--- src/rtl/core/fwcs_pkg.sv ---
// types and constants shared by the file write command sequencer
// no dependencies
package fwcs_pkg;

	localparam logic [2:0] REQ_TICK    = 3'd0;
	localparam logic [2:0] REQ_RX      = 3'd1;
	localparam logic [2:0] REQ_START   = 3'd2;
	localparam logic [2:0] REQ_PATH    = 3'd3;
	localparam logic [2:0] REQ_PAYLOAD = 3'd4;

	localparam logic [1:0] KIND_TX     = 2'd0;
	localparam logic [1:0] KIND_GRANT  = 2'd1;
	localparam logic [1:0] KIND_FINISH = 2'd2;
	localparam logic [1:0] KIND_REJECT = 2'd3;

	localparam logic [1:0] ERR_OK      = 2'd0;
	localparam logic [1:0] ERR_CODE    = 2'd1;
	localparam logic [1:0] ERR_TIMEOUT = 2'd2;
	localparam logic [1:0] ERR_BADSTAT = 2'd3;

	localparam logic [7:0] FRAME_MARK  = 8'h2B;
	localparam logic [7:0] STATUS_MARK = 8'hA5;
	localparam logic [7:0] OP_OPEN     = 8'hC9;
	localparam logic [7:0] OP_WRITE    = 8'hCC;
	localparam logic [7:0] OP_CLOSE    = 8'hCE;
	localparam logic [7:0] OP_STATUS   = 8'h10;
	localparam logic [7:0] MODE_NEW    = 8'h0A;
	localparam logic [7:0] MODE_APPEND = 8'h32;

	localparam logic [15:0] TIMEOUT_RESET = 16'd5000;
	localparam int QUEUE_DEPTH = 4;

	// result sequences the back end expands
	typedef enum logic [3:0] {
		JOB_REJECT,
		JOB_FINISH,
		JOB_GRANT,
		JOB_OPEN,
		JOB_BYTE,
		JOB_BYTE_STAT,
		JOB_STAT,
		JOB_WRITE,
		JOB_CLOSE
	} job_op_t;

	typedef struct packed {
		logic [2:0]  req_type;
		logic [7:0]  data_byte;
		logic        overwrite;
		logic [31:0] total_size;
		logic [15:0] path_length;
	} in_item_t;

	typedef struct packed {
		logic [1:0]  kind;
		logic [7:0]  tx_byte;
		logic [10:0] grant_length;
		logic [1:0]  error_kind;
		logic [7:0]  cartridge_code;
		logic        last;
	} out_item_t;

	typedef struct packed {
		job_op_t     op;
		logic [7:0]  data;
		logic [31:0] size;
		logic [10:0] grant;
		logic [1:0]  ek;
		logic [7:0]  code;
	} job_t;

	function automatic logic [7:0] frame_byte(input logic [7:0] op, input logic [1:0] k);
		logic [7:0] b;
		unique case (k)
			2'd0: b = FRAME_MARK;
			2'd1: b = ~FRAME_MARK;
			2'd2: b = op;
			default: b = ~op;
		endcase
		return b;
	endfunction

endpackage

--- src/rtl/core/fwcs_front.sv ---
// front end: accepts items, runs the write phase machine, issues jobs
// depends on fwcs_pkg
module fwcs_front import fwcs_pkg::*; #(
	parameter int MAX_BLOCK = 1024
) (
	input  logic        clk,
	input  logic        arst_n,
	input  logic        in_valid,
	input  in_item_t    in_item,
	input  logic        q_full,
	input  logic [15:0] timeout,
	output logic        accept,
	output logic        job_push,
	output job_t        job
);

	localparam int BLK_CAP = (MAX_BLOCK > 2047) ? 2047 : ((MAX_BLOCK < 1) ? 1 : MAX_BLOCK);

	typedef enum logic [7:0] {
		PH_IDLE       = 8'b0000_0001,
		PH_PATH       = 8'b0000_0010,
		PH_OPEN_PEND  = 8'b0000_0100,
		PH_OPEN_WAIT  = 8'b0000_1000,
		PH_GRANT_WAIT = 8'b0001_0000,
		PH_PAYLOAD    = 8'b0010_0000,
		PH_WSTAT_WAIT = 8'b0100_0000,
		PH_CLOSE_WAIT = 8'b1000_0000
	} phase_t;

	phase_t      phase_q, phase_d;
	logic [15:0] silence_q, silence_d;
	logic [31:0] size_q, size_d;
	logic [31:0] bytes_q, bytes_d;
	logic [10:0] block_q, block_d;
	logic [15:0] path_q, path_d;
	logic        reply_q, reply_d;
	logic [7:0]  first_q, first_d;
	logic [1:0]  hek_q, hek_d;
	logic [7:0]  hcd_q, hcd_d;

	logic        waiting;
	logic        hold_en;
	logic [1:0]  hold_ek;
	logic [7:0]  hold_cd;
	logic [1:0]  st_ek;
	logic [7:0]  st_cd;
	logic [15:0] path_dec;
	logic [10:0] block_dec;
	logic [31:0] bytes_dec;

	assign accept = in_valid && !q_full;
	assign waiting = (phase_q == PH_OPEN_WAIT) || (phase_q == PH_GRANT_WAIT) ||
		(phase_q == PH_WSTAT_WAIT) || (phase_q == PH_CLOSE_WAIT);
	assign path_dec  = path_q - 16'd1;
	assign block_dec = block_q - 11'd1;
	assign bytes_dec = bytes_q - 32'd1;

	always_comb begin
		phase_d   = phase_q;
		silence_d = silence_q;
		size_d    = size_q;
		bytes_d   = bytes_q;
		block_d   = block_q;
		path_d    = path_q;
		reply_d   = reply_q;
		first_d   = first_q;
		hek_d     = hek_q;
		hcd_d     = hcd_q;
		hold_en   = 1'b0;
		hold_ek   = ERR_OK;
		hold_cd   = '0;
		st_ek     = ERR_OK;
		st_cd     = '0;
		job_push  = 1'b0;
		job       = '{op: JOB_REJECT, data: '0, size: '0, grant: '0, ek: ERR_OK, code: '0};

		priority if (in_item.req_type == REQ_TICK) begin
			if (phase_q == PH_OPEN_PEND) begin
				job_push  = 1'b1;
				job.op    = JOB_STAT;
				phase_d   = PH_OPEN_WAIT;
				silence_d = '0;
				reply_d   = 1'b0;
			end else if (waiting) begin
				if (silence_q >= timeout) begin
					job_push = 1'b1;
					if (phase_q == PH_OPEN_WAIT) begin
						job.op  = JOB_FINISH;
						job.ek  = ERR_TIMEOUT;
						phase_d = PH_IDLE;
					end else if (phase_q == PH_CLOSE_WAIT) begin
						job.op  = JOB_FINISH;
						job.ek  = (hek_q != ERR_OK) ? hek_q : ERR_TIMEOUT;
						job.code = (hek_q != ERR_OK) ? hcd_q : 8'd0;
						phase_d = PH_IDLE;
					end else begin
						hold_en   = 1'b1;
						hold_ek   = ERR_TIMEOUT;
						job.op    = JOB_CLOSE;
						phase_d   = PH_CLOSE_WAIT;
						silence_d = '0;
						reply_d   = 1'b0;
					end
				end else begin
					silence_d = silence_q + 16'd1;
				end
			end
		end else if (in_item.req_type == REQ_RX && waiting) begin
			silence_d = '0;
			if (phase_q == PH_GRANT_WAIT) begin
				job_push = 1'b1;
				if (in_item.data_byte != 8'd0) begin
					hold_en  = 1'b1;
					hold_ek  = ERR_CODE;
					hold_cd  = in_item.data_byte;
					job.op   = JOB_CLOSE;
					phase_d  = PH_CLOSE_WAIT;
					reply_d  = 1'b0;
				end else begin
					job.op    = JOB_GRANT;
					job.grant = (bytes_q > 32'(BLK_CAP)) ? 11'(BLK_CAP) : bytes_q[10:0];
					block_d   = job.grant;
					phase_d   = PH_PAYLOAD;
				end
			end else if (!reply_q) begin
				first_d = in_item.data_byte;
				reply_d = 1'b1;
			end else begin
				reply_d  = 1'b0;
				job_push = 1'b1;
				if (first_q != STATUS_MARK) begin
					st_ek = ERR_BADSTAT;
				end else if (in_item.data_byte != 8'd0) begin
					st_ek = ERR_CODE;
					st_cd = in_item.data_byte;
				end
				if (phase_q == PH_OPEN_WAIT) begin
					if (st_ek != ERR_OK) begin
						job.op   = JOB_FINISH;
						job.ek   = st_ek;
						job.code = st_cd;
						phase_d  = PH_IDLE;
					end else if (size_q != 32'd0) begin
						job.op    = JOB_WRITE;
						job.size  = size_q;
						bytes_d   = size_q;
						phase_d   = PH_GRANT_WAIT;
						silence_d = '0;
					end else begin
						job.op  = JOB_CLOSE;
						phase_d = PH_CLOSE_WAIT;
					end
				end else if (phase_q == PH_WSTAT_WAIT) begin
					hold_en = (st_ek != ERR_OK);
					hold_ek = st_ek;
					hold_cd = st_cd;
					job.op  = JOB_CLOSE;
					phase_d = PH_CLOSE_WAIT;
				end else begin
					job.op   = JOB_FINISH;
					job.ek   = (hek_q != ERR_OK) ? hek_q : st_ek;
					job.code = (hek_q != ERR_OK) ? hcd_q : st_cd;
					phase_d  = PH_IDLE;
				end
			end
		end else if (in_item.req_type == REQ_START && phase_q == PH_IDLE) begin
			job_push  = 1'b1;
			job.op    = JOB_OPEN;
			job.data  = in_item.overwrite ? MODE_NEW : MODE_APPEND;
			job.size  = {16'd0, in_item.path_length};
			size_d    = in_item.total_size;
			path_d    = in_item.path_length;
			hek_d     = ERR_OK;
			hcd_d     = '0;
			phase_d   = (in_item.path_length != 16'd0) ? PH_PATH : PH_OPEN_PEND;
		end else if (in_item.req_type == REQ_PATH && phase_q == PH_PATH) begin
			job_push = 1'b1;
			job.data = in_item.data_byte;
			path_d   = path_dec;
			if (path_dec == 16'd0) begin
				job.op    = JOB_BYTE_STAT;
				phase_d   = PH_OPEN_WAIT;
				silence_d = '0;
				reply_d   = 1'b0;
			end else begin
				job.op = JOB_BYTE;
			end
		end else if (in_item.req_type == REQ_PAYLOAD && phase_q == PH_PAYLOAD) begin
			job_push = 1'b1;
			job.data = in_item.data_byte;
			job.op   = JOB_BYTE;
			block_d  = block_dec;
			bytes_d  = bytes_dec;
			if (block_dec == 11'd0) begin
				silence_d = '0;
				reply_d   = 1'b0;
				if (bytes_dec == 32'd0) begin
					job.op  = JOB_BYTE_STAT;
					phase_d = PH_WSTAT_WAIT;
				end else begin
					phase_d = PH_GRANT_WAIT;
				end
			end
		end else begin
			job_push = 1'b1;
			job.op   = JOB_REJECT;
		end

		// first error seen wins
		if (hold_en && hek_q == ERR_OK) begin
			hek_d = hold_ek;
			hcd_d = hold_cd;
		end
		job_push = job_push && accept;
	end

	always_ff @(posedge clk or negedge arst_n) begin
		if (!arst_n) begin
			phase_q   <= PH_IDLE;
			silence_q <= '0;
			size_q    <= '0;
			bytes_q   <= '0;
			block_q   <= '0;
			path_q    <= '0;
			reply_q   <= 1'b0;
			first_q   <= '0;
			hek_q     <= ERR_OK;
			hcd_q     <= '0;
		end else if (accept) begin
			phase_q   <= phase_d;
			silence_q <= silence_d;
			size_q    <= size_d;
			bytes_q   <= bytes_d;
			block_q   <= block_d;
			path_q    <= path_d;
			reply_q   <= reply_d;
			first_q   <= first_d;
			hek_q     <= hek_d;
			hcd_q     <= hcd_d;
		end
	end

endmodule

--- src/rtl/core/fwcs_queue.sv ---
// short job queue between front and back end
// depends on fwcs_pkg
module fwcs_queue import fwcs_pkg::*; (
	input  logic clk,
	input  logic arst_n,
	input  logic push,
	input  job_t push_job,
	input  logic pop,
	output logic full,
	output logic empty,
	output job_t head
);

	localparam int PW = $clog2(QUEUE_DEPTH);

	job_t          mem_q [QUEUE_DEPTH];
	logic [PW-1:0] wr_q, rd_q;
	logic [PW:0]   count_q;

	assign full  = (count_q == (PW+1)'(QUEUE_DEPTH));
	assign empty = (count_q == '0);
	assign head  = mem_q[rd_q];

	always_ff @(posedge clk) begin
		if (push) begin
			mem_q[wr_q] <= push_job;
		end
	end

	always_ff @(posedge clk or negedge arst_n) begin
		if (!arst_n) begin
			wr_q    <= '0;
			rd_q    <= '0;
			count_q <= '0;
		end else begin
			if (push) wr_q <= wr_q + 1'b1;
			if (pop) rd_q <= rd_q + 1'b1;
			count_q <= count_q + (PW+1)'(push) - (PW+1)'(pop);
		end
	end

endmodule

--- src/rtl/core/fwcs_back.sv ---
// back end: expands each job into result beats, one per cycle while the output is not stalled
// depends on fwcs_pkg
module fwcs_back import fwcs_pkg::*; (
	input  logic      clk,
	input  logic      arst_n,
	input  logic      q_empty,
	input  job_t      head,
	output logic      pop,
	output logic      out_valid,
	input  logic      out_stall,
	output out_item_t out_item
);

	logic [2:0] idx_q;
	logic       load;
	logic       out_valid_q;
	out_item_t  out_q, beat;

	assign load      = !q_empty && (!out_valid_q || !out_stall);
	assign pop       = load && beat.last;
	assign out_valid = out_valid_q;
	assign out_item  = out_q;

	always_comb begin
		beat = '{kind: KIND_TX, tx_byte: '0, grant_length: '0, error_kind: ERR_OK,
			cartridge_code: '0, last: 1'b0};
		unique case (head.op)
			JOB_REJECT: begin
				beat.kind = KIND_REJECT;
				beat.last = 1'b1;
			end
			JOB_FINISH: begin
				beat.kind           = KIND_FINISH;
				beat.error_kind     = head.ek;
				beat.cartridge_code = head.code;
				beat.last           = 1'b1;
			end
			JOB_GRANT: begin
				beat.kind         = KIND_GRANT;
				beat.grant_length = head.grant;
				beat.last         = 1'b1;
			end
			JOB_OPEN: begin
				// frame, mode, big-endian path length
				if (!idx_q[2]) beat.tx_byte = frame_byte(OP_OPEN, idx_q[1:0]);
				else if (idx_q[1:0] == 2'd0) beat.tx_byte = head.data;
				else if (idx_q[1:0] == 2'd1) beat.tx_byte = head.size[15:8];
				else beat.tx_byte = head.size[7:0];
				beat.last = (idx_q == 3'd6);
			end
			JOB_BYTE: begin
				beat.tx_byte = head.data;
				beat.last    = 1'b1;
			end
			JOB_BYTE_STAT: begin
				beat.tx_byte = (idx_q == 3'd0) ? head.data :
					frame_byte(OP_STATUS, 2'(idx_q - 3'd1));
				beat.last = (idx_q == 3'd4);
			end
			JOB_STAT: begin
				beat.tx_byte = frame_byte(OP_STATUS, idx_q[1:0]);
				beat.last    = (idx_q == 3'd3);
			end
			JOB_WRITE: begin
				if (!idx_q[2]) beat.tx_byte = frame_byte(OP_WRITE, idx_q[1:0]);
				else begin
					unique case (idx_q[1:0])
						2'd0: beat.tx_byte = head.size[31:24];
						2'd1: beat.tx_byte = head.size[23:16];
						2'd2: beat.tx_byte = head.size[15:8];
						default: beat.tx_byte = head.size[7:0];
					endcase
				end
				beat.last = (idx_q == 3'd7);
			end
			JOB_CLOSE: begin
				beat.tx_byte = idx_q[2] ? frame_byte(OP_STATUS, idx_q[1:0]) :
					frame_byte(OP_CLOSE, idx_q[1:0]);
				beat.last = (idx_q == 3'd7);
			end
			default: begin
				beat.kind = KIND_REJECT;
				beat.last = 1'b1;
			end
		endcase
	end

	always_ff @(posedge clk) begin
		if (load) out_q <= beat;
	end

	always_ff @(posedge clk or negedge arst_n) begin
		if (!arst_n) begin
			idx_q       <= '0;
			out_valid_q <= 1'b0;
		end else begin
			if (load) begin
				out_valid_q <= 1'b1;
				idx_q       <= beat.last ? 3'd0 : idx_q + 3'd1;
			end else if (!out_stall) begin
				out_valid_q <= 1'b0;
			end
		end
	end

endmodule

--- src/rtl/core/file_write_command_sequencer.sv ---
// Drives one file write to a cartridge: each accepted item produces 0 to 8 result beats,
// delivered one per cycle while not stalled, from a registered output. Items are taken one
// per cycle while the four-entry job queue has room; command bursts (open, write header, close)
// drain at one beat per cycle while not stalled; unstalled, the sustained input rate is one
// item per cycle for path/payload bytes, lower during frames. Timeout register at byte address 0.
// depends on fwcs_pkg, fwcs_front, fwcs_queue, fwcs_back
module file_write_command_sequencer import fwcs_pkg::*; #(
	parameter int MAX_BLOCK = 1024
) (
	input  logic        clk,
	input  logic        arst_n,
	input  logic        in_valid,
	output logic        in_stall,
	input  in_item_t    in_item,
	output logic        out_valid,
	input  logic        out_stall,
	output out_item_t   out_item,
	input  logic        psel,
	input  logic        penable,
	input  logic        pwrite,
	input  logic [2:0]  paddr,
	input  logic [31:0] pwdata,
	output logic [31:0] prdata,
	output logic        pready
);

	logic        q_full, q_empty, pop, job_push, accept;
	logic [15:0] timeout_q;
	job_t        job, head;

	assign pready   = 1'b1;
	assign in_stall = q_full;
	assign prdata   = (paddr[2] == 1'b0) ? {16'd0, timeout_q} : 32'd0;

	always_ff @(posedge clk or negedge arst_n) begin
		if (!arst_n) begin
			timeout_q <= TIMEOUT_RESET;
		end else if (psel && penable && pwrite && pready && paddr[2] == 1'b0) begin
			timeout_q <= pwdata[15:0];
		end
	end

	fwcs_front #(.MAX_BLOCK(MAX_BLOCK)) u_front (
		.clk      (clk),
		.arst_n   (arst_n),
		.in_valid (in_valid),
		.in_item  (in_item),
		.q_full   (q_full),
		.timeout  (timeout_q),
		.accept   (accept),
		.job_push (job_push),
		.job      (job)
	);

	fwcs_queue u_queue (
		.clk      (clk),
		.arst_n   (arst_n),
		.push     (job_push),
		.push_job (job),
		.pop      (pop),
		.full     (q_full),
		.empty    (q_empty),
		.head     (head)
	);

	fwcs_back u_back (
		.clk       (clk),
		.arst_n    (arst_n),
		.q_empty   (q_empty),
		.head      (head),
		.pop       (pop),
		.out_valid (out_valid),
		.out_stall (out_stall),
		.out_item  (out_item)
	);

	a_no_push_full: assert property (@(posedge clk) disable iff (!arst_n)
		!(job_push && q_full && !pop))
		else $error("job pushed into full queue");

	a_pop_nonempty: assert property (@(posedge clk) disable iff (!arst_n)
		pop |-> !q_empty)
		else $error("pop from empty queue");

	a_finish_last: assert property (@(posedge clk) disable iff (!arst_n)
		(out_valid && (out_item.kind == KIND_FINISH || out_item.kind == KIND_REJECT))
		|-> out_item.last)
		else $error("finish or reject beat not marked last");

	a_push_on_accept: assert property (@(posedge clk) disable iff (!arst_n)
		job_push |-> accept)
		else $error("job issued without an accepted item");

endmodule
--- config.mk ---
export PLATFORM = sky130hd
export DESIGN_NAME = file_write_command_sequencer
export DESIGN_NICKNAME = d
export VERILOG_FILES = /design/src/rtl/core/fwcs_pkg.sv /design/src/rtl/core/fwcs_front.sv /design/src/rtl/core/fwcs_queue.sv /design/src/rtl/core/fwcs_back.sv /design/src/rtl/core/file_write_command_sequencer.sv
export SDC_FILE = /design/constraint.sdc
export NUM_CORES = 1
export LEC_CHECK = 0
export ABC_AREA = 0
export BUFFER_PORTS_ARGS = -buffer_cell sky130_fd_sc_hd__buf_2
export CORE_ASPECT_RATIO = 2
export CORE_MARGIN = 1.5
export CORE_UTILIZATION = 30
export DETAILED_ROUTE_END_ITERATION = 8
export PLACE_DENSITY = 0.43
export SLEW_MARGIN = 20
export SYNTH_ARGS = -nofsm -noshare
export SYNTH_HDL_FRONTEND = slang
export SYNTH_SLANG_ARGS = --single-unit
--- constraint.sdc ---
create_clock -name clk -period 4.7 [get_ports clk]
set_input_delay 0.94 -clock clk [delete_from_list [all_inputs] [get_ports clk]]
set_output_delay 0.94 -clock clk [all_outputs]
set_load 0.05 [all_outputs]
==> impl_metrics.tcl <==
set metrics [dict create \
    required_ns 5.05 \
    intPower_uw 8494 \
    grt_overflow_total 0 \
    p_switching_uw 4550 \
    wl_um 67420 \
    worst_setup_path_start_kind "flip-flop" \
    num-fill-cells 7219 \
    insertion_delay_ns 0.61 \
    drt-wirelength-per-cell_um 22.96 \
    grt.total_usage 0.1788 \
    hold_violations 0 \
    postCtsSetupBuffers 0 \
    swShare 0.3489 \
    vias_per_cell 5.263 \
    core_sq_um 72870 \
    multi_input_area_sq_um 8579 \
    synth_top_area_frac 0.3974 \
    hpwl_um 48160 \
    crit_chain "inv_1, ha_1, nor4b_2, nand3_1, buf_4, or4_1, xnor2_1, or4_4, or3b_1, o311ai_2" \
    synthTopCellsByCount "292 x edfxtp_1, 196 x nand2_1, 155 x dfrtp_1" \
    rsz0062_at_grt "no" \
    clock_skew_ns 0.02152 \
    fin_nets 2112 \
    antenna_found_initial 2 \
    synth_edf_count 292 \
    power_density_nw_per_um2 515.0 \
    start_util 0.3028 \
    setup_violations 0 \
    grt_max_degree 88 \
    cts_buffers 46 \
    die_width_um 194.8 \
    cp_data_arrival_time_ns 4.40 \
    antennaDiodeCount 0 \
    drc 0 \
    period_share 0.8620 \
    dieArea_sq_um 75270 \
    worstSetupPathType "flip-flop to flip-flop" \
    final_layout_size_suffix_gt1_frac 0.1977 \
    finalMaxSlewViolations 0 \
    cts-root-buf "clkbuf_16" \
    p_leak_uw 0.009735 \
    min_period_ns 4.052 \
    final_cells 2936 \
    area_growth_pct 14.81 \
    fmax_mhz 246.8 \
    critPathMaxFanout 11 \
    tns_ns 0 \
    slowest_stage "or4_1" \
    ctsHoldBuffers 0 \
    grt_pass1_vias 15740 \
    yosysSeqAreaShare 0.5804 \
    synth-main-ff-cell "edfxtp_1" \
    cts.sinks 453 \
    clkPwrFrac 0.286 \
    synth_cell_types 89 \
    grt_pass1_wl_um 101100 \
    dr.pass1.iters 5 \
    status "complete, no violations" \
    peakVddDrop_mv 0.2745 \
    final_cell_area_sq_um 25330 \
    hp-class "input pin to async pin" \
    dp_cells 2851 \
    synth.avg_cell_area_sq_um 11.89 \
    ys_ff_latch 453 \
    synth_most_common_cell "edfxtp_1" \
    io_buffers 133 \
    synth.largest_area_cell "edfxtp_1" \
    path_clk_slew_ns 0.06 \
    rows 140 \
    cts_tree "built" \
    combPwrFrac 0.306 \
    drtIter0Drc 1123 \
    ys_warn_count 0 \
    vias 15450 \
    worst_path_largest_cell_delay_ns 0.55 \
    cap_viol_max_count 0 \
    tightest_slew_ns 1.015 \
    ff_latch_area_sq_um 12810 \
    async_flop_share 0.3554 \
    postRouteAntennaNets 0 \
    post-route-util 0.3476 \
    clock_path_buffers 3 \
    synthCells 1856 \
    power_frac_seq 0.408 \
    die_y_um 386.5 \
    syn-cell-area_sq_um 22060 \
    io_pins 169 \
    yosys-top-cells-area "edfxtp_1 40%, dfrtp_1 18%, mux4_2 6.6%, nand2_1 3.3%, o21ai_0 2.9%" \
    post_dp_cell_area_sq_um 23840 \
    place_congestion 0.8720 \
    cts_resized 0 \
    h-tree-depth 2 \
    cp-end-kind "flip-flop" \
    relSlewSlack 0.3161 \
]
==> power groups by stage <==
stage | clock network, uW | registers, uW | logic, uW
after floorplan | 0 | 5630 | 2500
after global placement | 0 | 5380 | 4090
after detailed placement | 0 | 5420 | 4100
after CTS | 3860 | 5330 | 4110
after global routing | 3990 | 5390 | 4340
final | 3730 | 5320 | 3990
==> worst max-delay path, delay by kind of cell (launching register included) <==
kind                     cells  cell delay, ns
AO/OA/AOI/OAI                1            0.47
flip-flops                   1            0.46
adder cells (fa/ha/maj)      1            0.28
AND/OR/NAND/NOR              5            2.08
XOR/XNOR                     1            0.16
buffers and inverters        2            0.36
==> placed cells by master, fill, tap and decap left out, types with 8 or more instances in the layout <==
| cell type | instances |
|---|---|
| ha_1 | 33 |
| clkinv_2 | 9 |
| inv_1 | 49 |
| dfrtp_1 | 153 |
| nand4_1 | 18 |
| and3_1 | 27 |
| clkbuf_16 | 46 |
| and2_1 | 32 |
| o21ai_1 | 15 |
| nand2_1 | 196 |
| nor2_1 | 138 |
| a21oi_1 | 112 |
| a22o_1 | 29 |
| mux2_2 | 32 |
| or2_2 | 11 |
| a22oi_1 | 8 |
| or3_1 | 16 |
| nand3_1 | 36 |
| edfxtp_1 | 292 |
| buf_2 | 132 |
| conb_1 | 17 |
| nor3b_1 | 8 |
| o22ai_1 | 8 |
| nor3_1 | 51 |
| o21ai_0 | 129 |
| xnor2_1 | 12 |
| nand2b_1 | 10 |
| nor2b_1 | 22 |
| mux4_2 | 65 |
| nor4_1 | 35 |
| o211ai_1 | 8 |
| buf_4 | 42 |
| clkinv_1 | 11 |
| o22a_1 | 15 |
| xor2_1 | 9 |
| mux2i_1 | 21 |
==> kinds of logic after synthesis <==
logic type	count (synthesis)	synth area share
AOI/OAI and AO/OA	396	0.1117
adders and majority gates	34	0.01962
other	2	0.0003404
DFF	453	0.5804
muxes	118	0.09221
buffers and inverters	174	0.03471
xor gates and xnor gates	21	0.008337
and+or+nand+nor	658	0.1527
==> state kept, by name (all words and copies together), names as in the netlist, 2 cells and up <==
register / cells
u_queue.wr_q: 2
u_back.out_item: 32
u_front.silence_q: 16
u_queue.rd_q: 2
u_front.bytes_q: 32
u_front.hcd_q: 8
u_front.block_q: 11
u_front.path_q: 16
timeout_q: 16
u_front.size_q: 32
u_back.idx_q: 3
u_front.hek_q: 2
u_front.first_q: 8
u_queue.count_q: 3
u_front.phase_q: 8
u_queue.mem_q: 260
==> layer usage <==
metal	global-route usage	wire length (um)	up-vias
met3	0.02310	2406	113
met5	0	23	-
li1	-	-	7166
met4	0.08104	3049	4
met2	0.3316	35810	377
met1	0.2017	26130	7792
==> area by class of cell <==
class	instances	share of cell area
flip-flops and latches	453	0.5057
multi-input cells	1244	0.3387
clock buffers	56	0.04811
well taps	923	0.04559
repair buffers	181	0.04372
clock inverters	29	0.01072
inverters	50	0.007410
==> final timing paths <==
check                      slack (ns)                                 to                           start  cells after the start
max                              0.65     u_queue.mem_q[1][61]$_DFFE_PP_  u_front.bytes_q[0]$_DFFE_PN0P_                     10
min in group clk                 0.50     u_front.first_q[7]$_DFFE_PN0P_  u_front.first_q[7]$_DFFE_PN0P_                      1
min reg2reg                      0.50     u_front.first_q[7]$_DFFE_PN0P_  u_front.first_q[7]$_DFFE_PN0P_                      1
max reg2reg                      0.65     u_queue.mem_q[1][61]$_DFFE_PP_  u_front.bytes_q[0]$_DFFE_PN0P_                     10
max in group asynchronous        3.44        u_queue.rd_q[0]$_DFFE_PN0P_                          arst_n                      2
min                              0.37  u_front.silence_q[14]$_DFFE_PN0P_                          arst_n                      1
==> through the flow <==
step / hold slack, ns / worst slack, ns / power, uW
after floorplan: 0.4603 / 0.7153 / 8126
after global placement: 0.4818 / 0.7476 / 9473
after detailed placement: 0.4848 / 0.7046 / 9513
after CTS: 0.4308 / 0.6958 / 13310
after global routing: 0.4553 / 0.4813 / 13720
final: 0.3740 / 0.6484 / 13040
Note: power is estimated with default switching activity, not from simulation.
